==> src/design/adsr_pkg.sv <==
// Package for the ADSR envelope generator: types, codes and constants.
package adsr_pkg;

    localparam int VOL_W    = 17;
    localparam int VEL_W    = 16;
    localparam int GAIN_W   = 16;
    localparam int LEN_W    = 32;
    localparam int DT_W     = 16;
    localparam int PHASE_W  = 3;
    localparam int GAIN_FRAC = 14;
    localparam int ADDR_W   = 4;
    localparam int DATA_W   = 32;

    localparam logic [VOL_W-1:0]  VOL_MAX = 17'd131071;

    // floor(x / 10) == (x * FLOOR_RECIP) >> FLOOR_SHIFT for x < 2^22 / 6
    localparam logic [18:0] FLOOR_RECIP = 19'd419431;
    localparam int          FLOOR_SHIFT = 22;

    localparam logic [GAIN_W-1:0] ATTACK_GAIN_RST  = 16'd19661;
    localparam logic [GAIN_W-1:0] DECAY_GAIN_RST   = 16'd16302;
    localparam logic [GAIN_W-1:0] RELEASE_GAIN_RST = 16'd16384;

    localparam logic [1:0] REG_ATTACK_GAIN  = 2'd0;
    localparam logic [1:0] REG_DECAY_GAIN   = 2'd1;
    localparam logic [1:0] REG_RELEASE_GAIN = 2'd2;

    localparam logic CMD_START = 1'b0;
    localparam logic CMD_STEP  = 1'b1;

    typedef enum logic [PHASE_W-1:0] {
        PH_NOTE_ON = 3'd0,
        PH_ATTACK  = 3'd1,
        PH_DECAY   = 3'd2,
        PH_SUSTAIN = 3'd3,
        PH_RELEASE = 3'd4,
        PH_OFF     = 3'd5
    } t_phase;

    typedef struct packed {
        logic              command;
        logic [LEN_W-1:0]  duration_us;
        logic [VEL_W-1:0]  velocity;
        logic [DT_W-1:0]   elapsed_us;
    } t_in_item;

    typedef struct packed {
        logic [VOL_W-1:0]   envelope;
        logic [PHASE_W-1:0] phase;
    } t_out_item;

    typedef struct packed {
        t_phase            phase;
        logic [VOL_W-1:0]  volume;
        logic [VEL_W-1:0]  velocity;
        logic [LEN_W-1:0]  length;
        logic [LEN_W-1:0]  elapsed;
        logic [VEL_W-1:0]  floor9;
    } t_env_state;

    typedef struct packed {
        logic [GAIN_W-1:0] attack;
        logic [GAIN_W-1:0] decay;
        logic [GAIN_W-1:0] release_g;
    } t_gains;

endpackage

==> src/design/adsr_envelope_generator.sv <==
// Top level of the ADSR envelope generator: handshakes, registers, config port.
//
//  channel  direction  handshake                 payload
//  in       input      i_in_valid / o_in_stall   i_in_data  (t_in_item)
//  out      output     o_out_valid / i_out_stall o_out_data (t_out_item)
//  config   input      psel/penable/pwrite/pready paddr, pwdata, prdata
//
// Each transaction passes the input register, then the envelope update into
// the result register. One transaction per cycle unless a stalled result holds it up.
// Synchronous active-low reset; no clearing pass. A stalled result holds the
// result register; start commands still drain, step commands wait on it.
module adsr_envelope_generator (
    input  logic                         i_clk,
    input  logic                         i_rst_n,
    input  logic                         i_in_valid,
    output logic                         o_in_stall,
    input  adsr_pkg::t_in_item           i_in_data,
    output logic                         o_out_valid,
    input  logic                         i_out_stall,
    output adsr_pkg::t_out_item          o_out_data,
    input  logic                         psel,
    input  logic                         penable,
    input  logic                         pwrite,
    input  logic [adsr_pkg::ADDR_W-1:0]  paddr,
    input  logic [adsr_pkg::DATA_W-1:0]  pwdata,
    output logic [adsr_pkg::DATA_W-1:0]  prdata,
    output logic                         pready
);

    logic                  r_in_vld;
    adsr_pkg::t_in_item    r_in;
    logic                  r_out_vld;
    adsr_pkg::t_out_item   r_out;
    adsr_pkg::t_env_state  r_state;
    adsr_pkg::t_gains      r_gains;

    adsr_pkg::t_env_state  n_state;
    adsr_pkg::t_out_item   n_out;
    logic                  has_result;
    logic                  out_free;
    logic                  advance;
    logic                  in_take;
    logic                  cfg_wr;

    adsr_core u_core (
        .i_item       (r_in),
        .i_state      (r_state),
        .i_gains      (r_gains),
        .o_state      (n_state),
        .o_result     (n_out),
        .o_has_result (has_result)
    );

    assign out_free   = !r_out_vld || !i_out_stall;
    assign advance    = r_in_vld && (!has_result || out_free);
    assign in_take    = !r_in_vld || advance;
    assign o_in_stall = !in_take;
    assign o_out_valid = r_out_vld;
    assign o_out_data  = r_out;
    assign pready      = 1'b1;
    assign cfg_wr      = psel && penable && pwrite && pready;

    always_ff @(posedge i_clk) begin
        if (!i_rst_n) begin
            r_in_vld <= 1'b0;
        end else if (in_take) begin
            r_in_vld <= i_in_valid;
        end
        if (in_take && i_in_valid) begin
            r_in <= i_in_data;
        end
    end

    always_ff @(posedge i_clk) begin
        if (!i_rst_n) begin
            r_out_vld <= 1'b0;
        end else if (advance && has_result) begin
            r_out_vld <= 1'b1;
        end else if (out_free) begin
            r_out_vld <= 1'b0;
        end
        if (advance && has_result) begin
            r_out <= n_out;
        end
    end

    always_ff @(posedge i_clk) begin
        if (!i_rst_n) begin
            r_state.phase    <= adsr_pkg::PH_OFF;
            r_state.volume   <= '0;
            r_state.velocity <= '0;
            r_state.length   <= '0;
            r_state.elapsed  <= '0;
            r_state.floor9   <= '0;
        end else if (advance) begin
            r_state <= n_state;
        end
    end

    always_ff @(posedge i_clk) begin
        if (!i_rst_n) begin
            r_gains.attack    <= adsr_pkg::ATTACK_GAIN_RST;
            r_gains.decay     <= adsr_pkg::DECAY_GAIN_RST;
            r_gains.release_g <= adsr_pkg::RELEASE_GAIN_RST;
        end else if (cfg_wr) begin
            unique case (paddr[3:2])
                adsr_pkg::REG_ATTACK_GAIN:  r_gains.attack    <= pwdata[adsr_pkg::GAIN_W-1:0];
                adsr_pkg::REG_DECAY_GAIN:   r_gains.decay     <= pwdata[adsr_pkg::GAIN_W-1:0];
                adsr_pkg::REG_RELEASE_GAIN: r_gains.release_g <= pwdata[adsr_pkg::GAIN_W-1:0];
                default: begin
                end
            endcase
        end
    end

    always_comb begin
        unique case (paddr[3:2])
            adsr_pkg::REG_ATTACK_GAIN:  prdata = {16'h0000, r_gains.attack};
            adsr_pkg::REG_DECAY_GAIN:   prdata = {16'h0000, r_gains.decay};
            adsr_pkg::REG_RELEASE_GAIN: prdata = {16'h0000, r_gains.release_g};
            default:                    prdata = '0;
        endcase
    end

endmodule

==> src/design/adsr_core.sv <==
// Next-state and result logic for one envelope transaction.
module adsr_core (
    input  adsr_pkg::t_in_item   i_item,
    input  adsr_pkg::t_env_state i_state,
    input  adsr_pkg::t_gains     i_gains,
    output adsr_pkg::t_env_state o_state,
    output adsr_pkg::t_out_item  o_result,
    output logic                 o_has_result
);

    localparam int UNIT_W = adsr_pkg::LEN_W - 4;

    adsr_pkg::t_phase               eff_phase;
    logic [adsr_pkg::VOL_W-1:0]     eff_vol;
    logic [UNIT_W-1:0]              unit;
    logic [adsr_pkg::LEN_W-1:0]     span;
    logic [adsr_pkg::LEN_W:0]       tsum;
    logic [adsr_pkg::LEN_W-1:0]     tsat;
    logic                           running;
    logic [adsr_pkg::GAIN_W-1:0]    gain;
    logic [adsr_pkg::VOL_W+adsr_pkg::GAIN_W-1:0] prod;
    logic [adsr_pkg::VOL_W+1:0]     shifted;
    logic [adsr_pkg::VOL_W-1:0]     scaled;
    logic [adsr_pkg::VOL_W-1:0]     ceil2;
    logic [adsr_pkg::VOL_W-1:0]     floor9;
    logic [19:0]                    vel9;
    logic [38:0]                    vel9_q;

    always_comb begin
        eff_phase = i_state.phase;
        eff_vol   = i_state.volume;
        if (i_state.phase == adsr_pkg::PH_NOTE_ON) begin
            eff_phase = adsr_pkg::PH_ATTACK;
            eff_vol   = {1'b0, i_state.velocity};
        end

        unit = i_state.length[adsr_pkg::LEN_W-1:4];
        unique case (eff_phase)
            adsr_pkg::PH_SUSTAIN: span = {1'b0, unit, 3'b000} + {3'b000, unit, 1'b0};
            adsr_pkg::PH_RELEASE: span = {2'b00, unit, 2'b00};
            default:              span = {4'b0000, unit};
        endcase

        tsum    = {1'b0, i_state.elapsed} + {{(adsr_pkg::LEN_W-adsr_pkg::DT_W+1){1'b0}},
                                             i_item.elapsed_us};
        tsat    = tsum[adsr_pkg::LEN_W] ? '1 : tsum[adsr_pkg::LEN_W-1:0];
        running = tsat < span;

        unique case (eff_phase)
            adsr_pkg::PH_ATTACK: gain = i_gains.attack;
            adsr_pkg::PH_DECAY:  gain = i_gains.decay;
            default:             gain = i_gains.release_g;
        endcase

        prod    = eff_vol * gain;
        shifted = prod[adsr_pkg::VOL_W+adsr_pkg::GAIN_W-1:adsr_pkg::GAIN_FRAC];
        scaled  = (shifted > {2'b00, adsr_pkg::VOL_MAX}) ? adsr_pkg::VOL_MAX
                                                          : shifted[adsr_pkg::VOL_W-1:0];
        ceil2   = {i_state.velocity, 1'b0};
        floor9  = {1'b0, i_state.floor9};

        vel9   = {1'b0, i_item.velocity, 3'b000} + {4'b0000, i_item.velocity};
        vel9_q = vel9 * adsr_pkg::FLOOR_RECIP;

        o_state      = i_state;
        o_has_result = 1'b0;

        if (i_item.command == adsr_pkg::CMD_START) begin
            o_state.length   = i_item.duration_us;
            o_state.velocity = i_item.velocity;
            o_state.phase    = adsr_pkg::PH_NOTE_ON;
            o_state.elapsed  = '0;
            o_state.floor9   = vel9_q[adsr_pkg::FLOOR_SHIFT+adsr_pkg::VEL_W-1:
                                      adsr_pkg::FLOOR_SHIFT];
        end else begin
            o_has_result   = 1'b1;
            o_state.phase  = eff_phase;
            o_state.volume = eff_vol;
            if (i_state.phase == adsr_pkg::PH_NOTE_ON) begin
                o_state.elapsed = '0;
            end
            unique case (eff_phase)
                adsr_pkg::PH_ATTACK: begin
                    o_state.elapsed = running ? tsat : '0;
                    if (running) begin
                        o_state.volume = (scaled > ceil2) ? ceil2 : scaled;
                    end else begin
                        o_state.phase = adsr_pkg::PH_DECAY;
                    end
                end
                adsr_pkg::PH_DECAY: begin
                    o_state.elapsed = running ? tsat : '0;
                    if (running) begin
                        o_state.volume = (scaled < floor9) ? floor9 : scaled;
                    end else begin
                        o_state.phase = adsr_pkg::PH_SUSTAIN;
                    end
                end
                adsr_pkg::PH_SUSTAIN: begin
                    o_state.elapsed = running ? tsat : '0;
                    if (!running) begin
                        o_state.phase = adsr_pkg::PH_RELEASE;
                    end
                end
                adsr_pkg::PH_RELEASE: begin
                    o_state.elapsed = tsat;
                    if (running) begin
                        o_state.volume = scaled;
                    end else begin
                        o_state.phase = adsr_pkg::PH_OFF;
                    end
                end
                default: begin
                end
            endcase
        end

        o_result.envelope = o_state.volume;
        o_result.phase    = o_state.phase;
    end

endmodule
==> config.mk <==
export PLATFORM = sky130hd
export DESIGN_NAME = adsr_envelope_generator
export DESIGN_NICKNAME = d
export VERILOG_FILES = /design/src/design/adsr_pkg.sv /design/src/design/adsr_envelope_generator.sv /design/src/design/adsr_core.sv
export SDC_FILE = /design/constraint.sdc
export NUM_CORES = 2
export LEC_CHECK = 0
export BUFFER_PORTS_ARGS = -buffer_cell sky130_fd_sc_hd__buf_2
export CORE_ASPECT_RATIO = 0.9
export CORE_MARGIN = 2
export CORE_UTILIZATION = 65
export CTS_BUF_LIST = sky130_fd_sc_hd__clkbuf_8
export CTS_CLUSTER_SIZE = 25
export DETAILED_ROUTE_END_ITERATION = 6
export HOLD_SLACK_MARGIN = 0.08
export PLACE_DENSITY = 0.84
export REMOVE_ABC_BUFFERS = 1
export SLEW_MARGIN = 20
export SYNTH_ARGS = -nofsm -noshare
export SYNTH_HDL_FRONTEND = slang
export SYNTH_HIERARCHICAL = 1
export SYNTH_SLANG_ARGS = --single-unit
==> constraint.sdc <==
create_clock -name i_clk -period 26.4 [get_ports i_clk]
set_clock_uncertainty 0.1 [all_clocks]
set_input_delay 1.32 -clock i_clk [delete_from_list [all_inputs] [get_ports i_clk]]
set_output_delay 1.32 -clock i_clk [all_outputs]
set_load 0.05 [all_outputs]
==> reports/qor.csv <==
metric,value,unit
Crit path largest cell delay,0.76,ns
clock-pin slew of the registers on the worst-case setup and hold paths,0.07,ns
Setup-failing EPs final,0,
Worst-Skew Late Latency,0.63,ns
Net Sw Power,2.03,mW
DR pass1 iterations,6,
I/O pins,163,
Rel. slew slack,22.5,%
Nets,4535,
Crit path max-delay family,compound AO/OA/AOI/OAI gates,
share of layout cells above drive strength 1,8.95,%
Hold Crit Class,flip-flop to flip-flop,
Max-Cap Viols,0,
WL per Instance,18.9,um
Most Frequent Cell on Critical Path,fa_1,
CP Capture Type,flip-flop,
setup repair bufs after CTS,0,
pin count of the biggest net entering global routing,140,
Clk pwr share,11.0,%
Critical-path top delay cell,o22a_1,
"Arr. time, crit path",12.90,ns
Synth warnings,6,
worst setup path class,flip-flop to flip-flop,
Mapped Cells,3664,
Placer Congestion,0.979,
Port-buffer cells,123,
Finished Core Util,69.7,%
Clock Sinks,243,
switching share of total power,50.1,%
Crit path required time,26.81,ns
gr usage total,32.6,%
Gate power share,78.4,%
htree depth,2,
period utilization,47.3,%
Worst Path Buf+Inv,3,
"Remaining Overflow, GRT",0,
Syn-to-layout area delta,6.04,%
"Cell Area, Synth",0.0323,mm2
Final Hold Vio Count,0,
CTS root buffer,clkbuf_8,
Setup TNS Final,0,ns
cts bufs inserted,44,
Rows,77,
unrepaired setup endpoints after global routing,false,
first-pass GRT wire length,135,mm
Vias per Instance,5.99,
Antenna Nets Post-Route,0,
via count,26147,
Max Root-Sink Buffers,3,
post-CTS sizing,0,
die width,239,um
sequential share of power,10.5,%
Initial Util,65.7,%
chip height,215,um
WL final,82.6,mm
fmax,0.0800,GHz
VDD IR max,271,uV
antenna diode count,0,
vias in the first global route,26298,
core area,0.0491,mm2
initial antenna violation count,0,
worst slew pin tran,1.16,ns
DRC,0,
Int Pwr,2.02,mW
final worst slack,13.91,ns
CP Max Fanout,17,
die area,0.0515,mm2
cell leakage power,16.2,nW
Detailed Place HPWL,63.4,mm
First DRT Iteration DRCs,2229,
Synth Area per Inst,8.81,um2
hold buffers post-CTS,0,
CP startpoint kind,flip-flop,
status,"complete, no violations",
PwrDens,118,mW/mm2
CTS tree,built,
max-slew violations,0,
Setup WS pre-CTS,14.29,ns
fin crit period,12.49,ns
[worst min-delay path, cell delays in order, from the launching register on]
cell and delay (ns):
dfxtp_1 0.32, nand2_1 0.06, mux2i_1 0.05
[stage by stage]
stage	hold WS [ns]	cells	total power [mW]	area, um2
2_1_floorplan	0.342	3490	2.79	31400
3_3_place_gp	0.355	4282	3.46	33100
3_5_place_dp	0.362	4282	3.57	33100
4_1_cts	0.379	4363	4.04	34200
5_1_grt	0.395	4364	4.54	34200
6_report	0.377	4364	4.05	34200
[layout by cell type (no fill, tap or decap), drive strengths merged, types with 51 or more instances in the layout]
| cell type | n |
|---|---|
| nor2b | 52 |
| xnor2 | 61 |
| buf | 160 |
| nor2 | 215 |
| mux2i | 193 |
| dfxtp | 162 |
| ha | 377 |
| a21o | 51 |
| clkbuf | 57 |
| edfxtp | 81 |
| a21oi | 132 |
| fa | 353 |
| inv | 565 |
| mux2 | 60 |
| o21ai | 108 |
| nand2 | 564 |
[worst paths after layout]
| path | cells past startpoint | slack (ns) | to | from |
|---|---|---|---|---|
| setup / recovery | 35 | 13.91 | r_state[109]$_SDFFE_PN0P_ | r_state[113]$_SDFFE_PN1P_ |
| hold / removal | 2 | 0.38 | r_gains[16]$_SDFFE_PN0P_ | r_gains[16]$_SDFFE_PN0P_ |
| setup reg to reg | 35 | 13.91 | r_state[109]$_SDFFE_PN0P_ | r_state[113]$_SDFFE_PN1P_ |
| hold reg to reg | 2 | 0.38 | r_gains[16]$_SDFFE_PN0P_ | r_gains[16]$_SDFFE_PN0P_ |
[metal layers]
| layer | routed length (um) | GRT usage, % |
|---|---|---|
| met5 | 0 | 0 |
| met4 | 3260 | 12.5 |
| met3 | 7580 | 6.70 |
| met2 | 37400 | 51.7 |
| met1 | 34300 | 44.2 |
[power by group through the flow]
| stage | Sequential [mW] | Combinational [mW] | Clock, mW |
|---|---|---|---|
| 2_1_floorplan | 0.432 | 2.35 | 0 |
| 3_3_place_gp | 0.433 | 3.02 | 0 |
| 3_5_place_dp | 0.433 | 3.14 | 0 |
| 4_1_cts | 0.426 | 3.16 | 0.453 |
| 5_1_grt | 0.428 | 3.65 | 0.468 |
| 6_report | 0.426 | 3.18 | 0.447 |
[registers in the layout (all words and copies together) (netlist names)]
register,count
o_out_data,20
o_out_valid,1
r_gains,48
r_in,61
r_in_vld,1
r_state,112
[area by class of cell]
cell class | instances | area, um2
Clock buffer | 56 | 771
Clock inverter | 25 | 337
Fill cell | 3722 | 14900
Inverter | 557 | 2090
Multi-Input combinational cell | 2690 | 23700
Sequential cell | 243 | 5680
Tap cell | 632 | 791
Timing Repair Buffer | 161 | 917
No activity file was read; power rests on OpenSTA's default activity.
